<file path="src/sv/assert_macros.svh">
// Assertion macros shared by the scheduler modules.
// No dependencies; included by files that check their own logic.
`ifndef ASSERT_MACROS_SVH
`define ASSERT_MACROS_SVH
// Implication checked on every clock edge outside reset.
`define ASSERT_IMPL(label, clk, rst_n, ante, cons) \
    label: assert property (@(posedge clk) disable iff (!rst_n) (ante) |-> (cons)) \
        else $error("assertion failed");
// Next-cycle implication checked outside reset.
`define ASSERT_NEXT(label, clk, rst_n, ante, cons) \
    label: assert property (@(posedge clk) disable iff (!rst_n) (ante) |=> (cons)) \
        else $error("assertion failed");
`endif

</file>
<file path="src/sv/njs_pkg.sv">
// Shared types and constants for the non-preemptive job scheduler.
// No dependencies.
package njs_pkg;
    // Job table depth; the 5-bit job index and the sum widths are sized for it.
    localparam int MAX_JOBS = 32;

    localparam logic [1:0] POL_FCFS = 2'd0;
    localparam logic [1:0] POL_SJF  = 2'd1;
    localparam logic [1:0] POL_PRIO = 2'd2;

    localparam logic [1:0] KIND_JOB     = 2'd0;
    localparam logic [1:0] KIND_SUMMARY = 2'd1;
    localparam logic [1:0] KIND_TIMEOUT = 2'd2;

    localparam logic CFG_POLICY = 1'b0;
    localparam logic CFG_IDLE   = 1'b1;

    localparam logic [15:0] IDLE_LIMIT_RESET = 16'd100;
    localparam logic [23:0] SAT24 = 24'hFFFFFF;

    typedef struct packed {
        logic [9:0] arrival_time;
        logic [9:0] run_time;
        logic [7:0] job_priority;
        logic       last_job;
    } t_in_item;

    typedef struct packed {
        logic [1:0]  record_kind;
        logic [4:0]  job_index;
        logic [15:0] start_time;
        logic [15:0] finish_time;
        logic [15:0] turnaround;
        logic [23:0] weighted_turnaround;
        logic [23:0] average_turnaround;
        logic [23:0] average_weighted;
        logic        last_result;
    } t_out_item;

    // Commands from the controller to the datapath.
    typedef struct packed {
        logic store;        // write the input beat into the table
        logic scan_start;   // begin a selection scan
        logic scan_step;    // examine one table entry
        logic commit_job;   // compute start/finish/turnaround for the pick
        logic div_start;    // launch the serial divider
        logic job_done;     // accumulate sums and set done flag
        logic tick;         // advance time one idle tick
        logic avg_sel_w;    // 0: average turnaround, 1: average weighted
        logic clear;        // reset run state
    } t_cmd;

    // Status from the datapath to the controller.
    typedef struct packed {
        logic scan_last;    // current scan index is the last stored entry
        logic found;        // scan picked an eligible job
        logic div_busy;
        logic timeout;      // time is above the idle limit
        logic all_done;
        logic empty;
    } t_sts;
endpackage

</file>
<file path="src/sv/nonpreemptive_job_scheduler.sv">
// Top level of the non-preemptive job scheduler: config registers and wiring.
// Depends on njs_pkg, njs_ctrl and njs_datapath.
//
// Jobs load one per beat; the beat with last_job set starts a run. Each
// scheduled job costs one scan over all N loaded jobs, a start of the serial
// divide, a wait on it and an emit of its record. Each idle tick costs a
// full scan, and the summary takes two more divides before its beat. A
// stalled result beat holds the controller until it is taken. Input is
// stalled for the whole run.
module nonpreemptive_job_scheduler
    import njs_pkg::*;
(
    input  logic      i_clk,
    input  logic      i_rst_n,
    input  logic      i_in_valid,
    input  t_in_item  i_in_data,
    output logic      o_in_stall,
    output logic      o_out_valid,
    output t_out_item o_out_data,
    input  logic      i_out_stall,
    input  logic      i_cfg_valid,
    input  logic      i_cfg_index,
    input  logic [15:0] i_cfg_data,
    output logic      o_cfg_ready
);
    logic [1:0]  r_policy;
    logic [15:0] r_idle;
    t_cmd        w_cmd;
    t_sts        w_sts;
    t_out_item   w_job_rec, w_end_rec;
    logic [23:0] w_div_q;

    assign o_cfg_ready = 1'b1;

    // Configuration registers.
    always_ff @(posedge i_clk) begin
        if (!i_rst_n) begin
            r_policy <= POL_FCFS;
            r_idle   <= IDLE_LIMIT_RESET;
        end else if (i_cfg_valid) begin
            case (i_cfg_index)
                CFG_POLICY: r_policy <= i_cfg_data[1:0];
                CFG_IDLE:   r_idle   <= i_cfg_data;
                default:    ;
            endcase
        end
    end

    njs_ctrl u_ctrl (
        .i_clk       (i_clk),
        .i_rst_n     (i_rst_n),
        .i_in_valid  (i_in_valid),
        .i_in_data   (i_in_data),
        .o_in_stall  (o_in_stall),
        .i_out_stall (i_out_stall),
        .o_out_valid (o_out_valid),
        .o_out_data  (o_out_data),
        .o_cmd       (w_cmd),
        .i_sts       (w_sts),
        .i_job_rec   (w_job_rec),
        .i_end_rec   (w_end_rec),
        .i_div_q     (w_div_q)
    );

    njs_datapath u_dp (
        .i_clk        (i_clk),
        .i_rst_n      (i_rst_n),
        .i_cmd        (w_cmd),
        .i_item       (i_in_data),
        .i_policy     (r_policy),
        .i_idle_limit (r_idle),
        .o_sts        (w_sts),
        .o_job_rec    (w_job_rec),
        .o_end_rec    (w_end_rec),
        .o_div_q      (w_div_q)
    );
endmodule

</file>
<file path="src/sv/njs_div.sv">
// Restoring serial divider: one quotient bit per cycle.
// Depends on njs_pkg (for saturation constant).
module njs_div
    import njs_pkg::*;
(
    input  logic        i_clk,
    input  logic        i_rst_n,
    input  logic        i_start,
    input  logic [28:0] i_num,
    input  logic [9:0]  i_den,
    output logic        o_busy,
    output logic [23:0] o_quot
);
    logic [28:0] r_q;
    logic [10:0] r_rem;
    logic [4:0]  r_cnt;
    logic [9:0]  r_den;
    logic        r_busy;
    logic [10:0] w_trial;
    logic [11:0] w_diff;

    // Shift in the next numerator bit and try a subtract.
    assign w_trial = {r_rem[9:0], r_q[28]};
    assign w_diff  = {1'b0, w_trial} - {2'b0, r_den};

    always_ff @(posedge i_clk) begin
        if (!i_rst_n) begin
            r_busy <= 1'b0;
            r_cnt  <= '0;
        end else if (i_start) begin
            r_busy <= 1'b1;
            r_cnt  <= 5'd28;
            r_q    <= i_num;
            r_rem  <= '0;
            r_den  <= i_den;
        end else if (r_busy) begin
            if (!w_diff[11]) begin
                r_rem <= w_diff[10:0];
                r_q   <= {r_q[27:0], 1'b1};
            end else begin
                r_rem <= w_trial;
                r_q   <= {r_q[27:0], 1'b0};
            end
            r_cnt <= r_cnt - 5'd1;
            if (r_cnt == 5'd0) begin
                r_busy <= 1'b0;
            end
        end
    end

    assign o_busy = r_busy;
    // A zero divisor or a quotient over 24 bits saturates.
    assign o_quot = (r_den == 10'd0 || r_q[28:24] != 5'd0) ? SAT24 : r_q[23:0];
endmodule

</file>
<file path="src/sv/njs_datapath.sv">
// Scheduler datapath: job table, scan, time, sums and result formation.
// Depends on njs_pkg and njs_div.
`include "assert_macros.svh"
module njs_datapath
    import njs_pkg::*;
(
    input  logic        i_clk,
    input  logic        i_rst_n,
    input  t_cmd        i_cmd,
    input  t_in_item    i_item,
    input  logic [1:0]  i_policy,
    input  logic [15:0] i_idle_limit,
    output t_sts        o_sts,
    output t_out_item   o_job_rec,
    output t_out_item   o_end_rec,
    output logic [23:0] o_div_q
);
    localparam int IW = (MAX_JOBS > 1) ? $clog2(MAX_JOBS) : 1;
    localparam int CW = $clog2(MAX_JOBS + 1);

    logic [27:0]         r_table [MAX_JOBS];
    logic [MAX_JOBS-1:0] r_done;
    logic [CW-1:0]       r_count;
    logic [CW-1:0]       r_ndone;
    logic [15:0]         r_time;
    logic [20:0]         r_ta_sum;
    logic [28:0]         r_w_sum;
    logic [IW-1:0]       r_idx;
    logic [27:0]         r_rd;
    logic                r_rd_ok;
    logic [IW-1:0]       r_rd_idx;
    logic                r_found;
    logic [IW-1:0]       r_best;
    logic [27:0]         r_best_rec;
    logic [15:0]         r_start;
    logic [15:0]         r_finish;
    logic [15:0]         r_ta;
    logic [9:0]          r_run;
    logic                w_better;
    logic                w_elig;
    logic [9:0]          c_arr, b_arr, c_run, b_run;
    logic [7:0]          c_pri, b_pri;
    logic [28:0]         w_num;
    logic [9:0]          w_den;

    // Table write on load and registered table read during the scan.
    always_ff @(posedge i_clk) begin
        if (i_cmd.store && r_count < CW'(MAX_JOBS)) begin
            r_table[r_count[IW-1:0]] <= {i_item.arrival_time, i_item.run_time,
                                         i_item.job_priority};
        end
        r_rd     <= r_table[r_idx];
        r_rd_idx <= r_idx;
    end

    assign {c_arr, c_run, c_pri} = r_rd;
    assign {b_arr, b_run, b_pri} = r_best_rec;
    assign w_elig = r_rd_ok && !r_done[r_rd_idx] && ({6'd0, c_arr} <= r_time);

    // Policy comparison of the entry just read against the current pick.
    always_comb begin
        case (i_policy)
            POL_SJF:  w_better = c_run < b_run || (c_run == b_run && c_pri > b_pri);
            POL_PRIO: w_better = c_pri > b_pri;
            default:  w_better = c_arr < b_arr || (c_arr == b_arr && c_pri > b_pri);
        endcase
    end

    // Scan, commit and run bookkeeping.
    always_ff @(posedge i_clk) begin
        if (!i_rst_n || i_cmd.clear) begin
            r_done   <= '0;
            r_count  <= '0;
            r_ndone  <= '0;
            r_time   <= '0;
            r_ta_sum <= '0;
            r_w_sum  <= '0;
            r_idx    <= '0;
            r_rd_ok  <= 1'b0;
            r_found  <= 1'b0;
        end else begin
            if (i_cmd.store && r_count < CW'(MAX_JOBS)) begin
                r_count <= r_count + CW'(1);
            end
            if (i_cmd.scan_start) begin
                r_idx   <= '0;
                r_rd_ok <= 1'b0;
                r_found <= 1'b0;
            end else if (i_cmd.scan_step) begin
                r_rd_ok <= 1'b1;
                if (!o_sts.scan_last) begin
                    r_idx <= r_idx + IW'(1);
                end
                if (w_elig && (!r_found || w_better)) begin
                    r_found    <= 1'b1;
                    r_best     <= r_rd_idx;
                    r_best_rec <= r_rd;
                end
            end
            if (i_cmd.commit_job) begin
                r_start  <= r_time;
                r_finish <= r_time + {6'd0, b_run};
                r_ta     <= r_time + {6'd0, b_run} - {6'd0, b_arr};
                r_run    <= b_run;
            end
            if (i_cmd.job_done) begin
                r_time   <= r_finish;
                r_ta_sum <= r_ta_sum + {5'd0, r_ta};
                r_w_sum  <= r_w_sum + {5'd0, o_div_q};
                r_done[r_best] <= 1'b1;
                r_ndone  <= r_ndone + CW'(1);
            end
            if (i_cmd.tick) begin
                r_time <= r_time + 16'd1;
            end
        end
    end

    // Divider operands: weighted turnaround or one of the averages.
    always_comb begin
        if (i_cmd.avg_sel_w) begin
            w_num = r_w_sum;
            w_den = 10'(r_count);
        end else if (o_sts.all_done) begin
            w_num = {r_ta_sum, 8'd0};
            w_den = 10'(r_count);
        end else begin
            w_num = {5'd0, r_ta, 8'd0};
            w_den = r_run;
        end
    end

    njs_div u_div (
        .i_clk   (i_clk),
        .i_rst_n (i_rst_n),
        .i_start (i_cmd.div_start),
        .i_num   (w_num),
        .i_den   (w_den),
        .o_busy  (o_sts.div_busy),
        .o_quot  (o_div_q)
    );

    // The scan ends on the registered read data of the last address, not on the address itself.
    assign o_sts.scan_last = r_rd_ok && ({{(CW-IW){1'b0}}, r_rd_idx} + CW'(1) >= r_count);
    assign o_sts.found     = r_found;
    assign o_sts.timeout   = r_time > i_idle_limit;
    assign o_sts.all_done  = r_ndone == r_count;
    assign o_sts.empty     = r_count == '0;

    always_comb begin
        o_job_rec = '0;
        o_job_rec.record_kind         = KIND_JOB;
        o_job_rec.job_index           = 5'(r_best);
        o_job_rec.start_time          = r_start;
        o_job_rec.finish_time         = r_finish;
        o_job_rec.turnaround          = r_ta;
        o_job_rec.weighted_turnaround = o_div_q;
        o_end_rec = '0;
        o_end_rec.finish_time         = r_time;
        o_end_rec.last_result         = 1'b1;
    end

    `ASSERT_IMPL(a_done_le_count, i_clk, i_rst_n, 1'b1, r_ndone <= r_count)
    `ASSERT_NEXT(a_done_sets, i_clk, i_rst_n, i_cmd.job_done && !i_cmd.clear, r_done[$past(r_best)])
endmodule

</file>
<file path="src/sv/njs_ctrl.sv">
// Scheduler controller: load, scan, divide, emit and summarize sequencing.
// Depends on njs_pkg.
`include "assert_macros.svh"
module njs_ctrl
    import njs_pkg::*;
(
    input  logic        i_clk,
    input  logic        i_rst_n,
    input  logic        i_in_valid,
    input  t_in_item    i_in_data,
    output logic        o_in_stall,
    input  logic        i_out_stall,
    output logic        o_out_valid,
    output t_out_item   o_out_data,
    output t_cmd        o_cmd,
    input  t_sts        i_sts,
    input  t_out_item   i_job_rec,
    input  t_out_item   i_end_rec,
    input  logic [23:0] i_div_q
);
    typedef enum logic [3:0] {
        S_LOAD, S_SCAN0, S_SCAN, S_DECIDE, S_DIV, S_DIVW, S_EMIT,
        S_AVG_T, S_AVG_TW, S_AVG_W, S_AVG_WW, S_END, S_WAIT
    } t_state;

    t_state      r_state, n_state;
    logic        r_out_valid;
    t_out_item   r_out;
    t_out_item   n_out;
    logic [23:0] r_avg_t;
    logic        w_in_acc, w_out_free;
    logic        w_emit;

    assign w_out_free = !r_out_valid || !i_out_stall;
    assign w_in_acc   = i_in_valid && !o_in_stall;
    assign o_in_stall = (r_state != S_LOAD);
    assign w_emit     = (r_state == S_EMIT || r_state == S_END) && w_out_free;

    // Command decode.
    always_comb begin
        o_cmd = '0;
        n_state = r_state;
        case (r_state)
            S_LOAD: begin
                o_cmd.store = w_in_acc;
                if (w_in_acc && i_in_data.last_job) begin
                    n_state = S_SCAN0;
                end
            end
            S_SCAN0: begin
                o_cmd.scan_start = 1'b1;
                n_state = i_sts.all_done ? S_AVG_T : S_SCAN;
            end
            S_SCAN: begin
                o_cmd.scan_step = 1'b1;
                if (i_sts.scan_last) begin
                    n_state = S_DECIDE;
                end
            end
            S_DECIDE: begin
                if (i_sts.found) begin
                    o_cmd.commit_job = 1'b1;
                    n_state = S_DIV;
                end else begin
                    o_cmd.tick = 1'b1;
                    n_state = S_WAIT;
                end
            end
            S_WAIT: n_state = i_sts.timeout ? S_END : S_SCAN0;
            S_DIV: begin
                o_cmd.div_start = 1'b1;
                n_state = S_DIVW;
            end
            S_DIVW: if (!i_sts.div_busy) n_state = S_EMIT;
            S_EMIT: begin
                if (w_out_free) begin
                    o_cmd.job_done = 1'b1;
                    n_state = S_SCAN0;
                end
            end
            S_AVG_T: begin
                o_cmd.div_start = !i_sts.empty;
                n_state = S_AVG_TW;
            end
            S_AVG_TW: if (!i_sts.div_busy) n_state = S_AVG_W;
            S_AVG_W: begin
                o_cmd.avg_sel_w = 1'b1;
                o_cmd.div_start = !i_sts.empty;
                n_state = S_AVG_WW;
            end
            S_AVG_WW: begin
                o_cmd.avg_sel_w = 1'b1;
                if (!i_sts.div_busy) n_state = S_END;
            end
            S_END: begin
                if (w_out_free) begin
                    o_cmd.clear = 1'b1;
                    n_state = S_LOAD;
                end
            end
            default: n_state = S_LOAD;
        endcase
    end

    // Next result beat: a job record, or the closing summary or timeout record.
    always_comb begin
        n_out = i_job_rec;
        if (r_state == S_END) begin
            n_out = i_end_rec;
            if (i_sts.timeout && !i_sts.all_done) begin
                n_out.record_kind = KIND_TIMEOUT;
            end else begin
                n_out.record_kind        = KIND_SUMMARY;
                n_out.average_turnaround = r_avg_t;
                n_out.average_weighted   = i_sts.empty ? 24'd0 : i_div_q;
            end
        end
    end

    // State and the output register.
    always_ff @(posedge i_clk) begin
        if (!i_rst_n) begin
            r_state     <= S_LOAD;
            r_out_valid <= 1'b0;
        end else begin
            r_state <= n_state;
            if (r_state == S_AVG_TW && !i_sts.div_busy) begin
                r_avg_t <= i_sts.empty ? 24'd0 : i_div_q;
            end
            if (w_emit) begin
                r_out_valid <= 1'b1;
                r_out       <= n_out;
            end else if (r_out_valid && !i_out_stall) begin
                r_out_valid <= 1'b0;
            end
        end
    end

    assign o_out_valid = r_out_valid;
    assign o_out_data  = r_out;

    `ASSERT_NEXT(a_hold, i_clk, i_rst_n, r_out_valid && i_out_stall, r_out_valid)
    `ASSERT_IMPL(a_load_only, i_clk, i_rst_n, o_cmd.store, r_state == S_LOAD)
endmodule

</file>
<file path="config.mk">
export PLATFORM = sky130hd
export DESIGN_NAME = nonpreemptive_job_scheduler
export DESIGN_NICKNAME = d
export VERILOG_FILES = /design/src/sv/njs_pkg.sv /design/src/sv/nonpreemptive_job_scheduler.sv /design/src/sv/njs_div.sv /design/src/sv/njs_datapath.sv /design/src/sv/njs_ctrl.sv
export VERILOG_INCLUDE_DIRS = /design/src /design/src/sv
export SDC_FILE = /design/constraint.sdc
export NUM_CORES = 2
export LEC_CHECK = 0
export ABC_AREA = 1
export BUFFER_PORTS_ARGS = -buffer_cell sky130_fd_sc_hd__buf_2
export CAP_MARGIN = 20
export CORE_MARGIN = 10
export CORE_UTILIZATION = 58
export CTS_BUF_LIST = sky130_fd_sc_hd__clkbuf_2
export DETAILED_ROUTE_END_ITERATION = 6
export PLACE_DENSITY = 0.79
export SLEW_MARGIN = 10
export SYNTH_ARGS = -nofsm -noshare
export SYNTH_HDL_FRONTEND = slang
export SYNTH_SLANG_ARGS = --single-unit
</file>
<file path="constraint.sdc">
create_clock -name i_clk -period 10.7 [get_ports i_clk]
set_input_delay 0.535 -clock i_clk [delete_from_list [all_inputs] [get_ports i_clk]]
set_output_delay 0.535 -clock i_clk [all_outputs]
set_load 0.02 [all_outputs]
</file>
==> impl_metrics.py <==
metrics = {
    "outcome": {
        "status": "finished clean",
    },
    "floorplan": {
        "die_area_mm2": 0.116,
        "row_count": 117,
        "die-height_um": 340,
        "num_io_pins": 182,
        "dieWidth_um": 340,
        "coreArea_mm2": 0.102,
        "initial_core_util_pct": 58.4,
    },
    "global_routing": {
        "antenna_found_initial": 10,
        "gr-total-overflow": 0,
        "grt_start_max_net_pins": 259,
        "grt_usage_pct": 27.3,
        "grt_pass1_vias": 42100,
        "grt_pass1_wl_um": 244000,
    },
    "cts": {
        "cts_tree": "done",
        "htreeDepth": 5,
        "cts_sinks": 1367,
        "path_clk_slew_ps": 130,
        "post_cts_resized": 0,
        "cts_made_buffers": 349,
        "clock_latency_ps": 1710,
        "post-cts-setup-buffers": 0,
        "holdBufCountCts": 138,
        "clk_path_buf_depth": 4,
        "cts-root-buf": "clkbuf_2",
    },
    "synthesis": {
        "ys_ff_latch": 1367,
        "synth_top_area_share_pct": 60.1,
        "yosys.area_share.simple_pct": 13.7,
        "synth_nets": 5652,
        "synth_edf_count": 1188,
        "synth_fa_ha_area_share_pct": 3.20,
        "synthMuxAreaShare_pct": 0,
        "synth_area_leaders": "edfxtp_1 60%, dfxtp_1 6.0%, nor2_1 5.3%, o21ai_0 4.9%, nand2_1 4.7%",
        "synthesis.area_mm2": 0.0594,
        "yosysSeqAreaShare_pct": 66.1,
        "post_synth_xor_area_fraction_pct": 0.737,
        "synth_compound_area_share_pct": 11.1,
        "synth_area_per_cell_um2": 10.9,
        "synth_top_family_by_area": "simple AND/OR/NAND/NOR gates",
        "async_reset_ff_share_pct": 0,
        "yosysWarnings": 0,
        "synth_cell_type_count": 59,
        "ys.flop_type": "edfxtp_1",
        "syn_inst": 5452,
        "synth_area_leader_cell": "edfxtp_1",
    },
    "final_layout": {
        "layout-drive-gt1-share_pct": 14.7,
        "fin_nets": 6122,
        "syn2layout_area_growth_pct": 11.3,
        "fin_area_mm2": 0.0661,
        "final-seq-area_mm2": 0.0393,
        "multi_input_area_mm2": 0.0173,
        "nFillCells": 7610,
    },
    "worst_setup_path": {
        "cpMostUsedCell": "buf_4",
        "critPathSlowestCell": "buf_4",
        "crit_path_start_kind": "register",
        "crit_path_start": "u_dp.r_idx[0]",
        "cp_max_fo": 195,
        "r2r-end": "u_dp.r_rd[0]",
        "cpPeakStageDelay_ps": 890,
        "criticalPathCategory": "reg -> reg",
        "reg2reg_from": "u_dp.r_idx[0]",
        "rr_worst_depth": 9,
        "end_kind": "register",
        "cp-endpoint": "u_dp.r_rd[0]",
        "r2r_slack_ps": 6590,
        "arrival_ps": 5650,
        "crit_required_ps": 12240,
        "worstPathCellList": "inv_8 -> buf_4 -> buf_4 -> o21ai_0 -> o22ai_1 -> nand2_1 -> nand3_1 -> o21ai_1 -> inv_1",
    },
    "pwr": {
        "power_leakage_nw": 25.5,
        "vdd_drop_max_v": 0.000175,
        "cellPowerDensity_mw_per_mm2": 193,
    },
    "placement": {
        "place_congestion": 0.946,
        "numPortBuffers": 180,
        "hpwlAfterDp_um": 91000,
        "placed_area_mm2": 0.0615,
    },
    "sta": {
        "period_needed_ps": 4110,
        "setup_viol": 0,
        "fin_tns_setup_ps": 0,
        "finalHoldViolations": 0,
        "fin_crit_sh_pct": 38.4,
        "slew_violations": 0,
        "max_freq_mhz": 244,
        "hold_slack_ps": 180,
        "grt_setup_unrepaired": "no",
        "max_slew_margin_pct": 18.7,
        "fin_skew_ps": 283,
        "worst_pin_slew_ps": 1220,
    },
    "routing": {
        "via_per_inst": 5.88,
        "postRouteAntennaNets": 0,
        "drcViolationCount": 0,
        "m1WireLength_um": 60600,
        "met2_length_um": 77500,
        "drtIter0Drc": 5573,
        "vias": 44500,
        "drt_first_pass_iters": 7,
        "wl_met3_um": 17000,
        "wl_per_cell_um": 21.6,
        "highest_layer": "met5",
        "wirelength_um": 163000,
    },
    "worst_hold_path": {
        "worstHoldPathType": "in -> reg",
    },
    "run": {
        "max_cap_violations": 0,
    },
}
[Yosys cell counts, drive strengths merged, types with 3 or more instances]
cell type,instances
a31oi,18
nor4,9
o21ai,645
clkbuf,163
ha,144
o22ai,118
nor2,849
a21oi,213
nand3,217
xor2,31
inv,490
buf,95
nor3,43
o211ai,118
edfxtp,1188
dfxtp,179
or2,21
clkinv,4
nand2,747
fa,5
xnor2,19
a211oi,4
o21a,8
a22oi,3
a21boi,4
o221ai,13
o21bai,16
nand4,70
a21o,8
[routing by layer]
| layer | global-route usage, % | vias up |
|---|---|---|
| met1 | 34.2 | 21000 |
| met3 | 5.87 | 552 |
| met5 | 0 | - |
| met2 | 44.4 | 2653 |
| met4 | 14.3 | 8 |
| li1 | - | 20200 |
[metrics by stage]
| stage | std cells | util, % | power (mW) | setup slack [ps] |
|---|---|---|---|---|
| after global placement | 6799 | 60.5 | 9.14 | 6890 |
| after floorplan | 5452 | - | 8.42 | 362 |
| final | 7570 | 65.0 | 12.7 | 6590 |
| after global routing | 7568 | 65.0 | 13.4 | 6290 |
| after CTS | 7558 | 64.9 | 12.7 | 6670 |
| after detailed placement | 6799 | 60.5 | 9.23 | 6750 |
[cell families (layout without fill, tap and decap cells)]
kind of cell / after synthesis / in the layout
and+or+nand+nor: 1960 / 1960
DFF: 1367 / 1367
AOI/OAI and AO/OA: 1173 / 1173
buffers and inverters: 752 / 1492
adders and majority gates: 149 / 149
xor gates and xnor gates: 50 / 50
other: 1 / 11
[state kept, by name (all words and copies together), names as in the netlist, 21 cells and up]
name and count:
u_ctrl.o_out_data 128, u_ctrl.r_avg_t 24, u_dp.r_best_rec 28, u_dp.r_done 32
u_dp.r_rd 28, u_dp.r_ta_sum 21, u_dp.r_table 896, u_dp.r_w_sum 29
u_dp.u_div.r_q 29
[placed cells by master, fill, tap and decap left out, types with 5 or more instances in the layout]
master and instances:
a31oi_1 18, o22ai_1 118, o211ai_1 118, fa_1 5
nor3_1 33, xor2_1 31, nand3_1 215, inv_2 21
a21o_1 8, or2_2 19, o21ai_1 53, o21a_1 7
edfxtp_1 1188, o21ai_0 586, xnor2_1 19, nor2_4 43
o221ai_1 13, buf_4 55, clkbuf_2 527, dlygate4sd3_1 138
clkinv_2 10, clkinv_1 77, a21oi_1 207, diode_2 10
ha_1 144, nor2_1 803, nand2_1 741, nor4_1 7
dfxtp_1 176, inv_1 468, o21ai_2 6, nand4_1 69
nor3_2 6, o21bai_1 16, buf_2 180
[cell type report]
type / instances / share of cell area (%)
clock inverters: 94 / 0.744
inverters: 494 / 2.83
clock buffers: 527 / 3.99
repair buffers: 377 / 4.19
well taps: 1368 / 2.59
diodes: 10 / 0.0378
flip-flops and latches: 1367 / 59.4
multi-input cells: 3333 / 26.2
[worst max-delay path, delay by kind of cell (launching register included)]
family          cells  cell delay, ps
flops               1             550
compound gates      3             540
simple gates        2             230
buf+inv             4            2470
[power breakdown]
group          leakage (nW)  internal, mW  total, mW  switching, mW
clock                  2.41          1.40       3.50           2.09
combinational          10.9         0.911       2.91           2.00
sequential             12.2          6.08       6.33          0.247
total                  25.5          8.40       12.7           4.34
[worst min path at each step]
stage                     slack [ps]                  to           from  depth (start not counted)
after floorplan                  330    u_dp.r_rd_idx[2]  u_dp.r_idx[2]                          0
after global placement           380    u_dp.r_rd_idx[3]  u_dp.r_idx[3]                          0
after detailed placement         390    u_dp.r_rd_idx[3]  u_dp.r_idx[3]                          0
after CTS                         50   u_ctrl.r_state[2]        i_rst_n                          4
after global routing             140  u_ctrl.o_out_valid    i_out_stall                          4
final                            180   u_ctrl.r_state[2]        i_rst_n                          4
(Power assumes the default switching activity.)
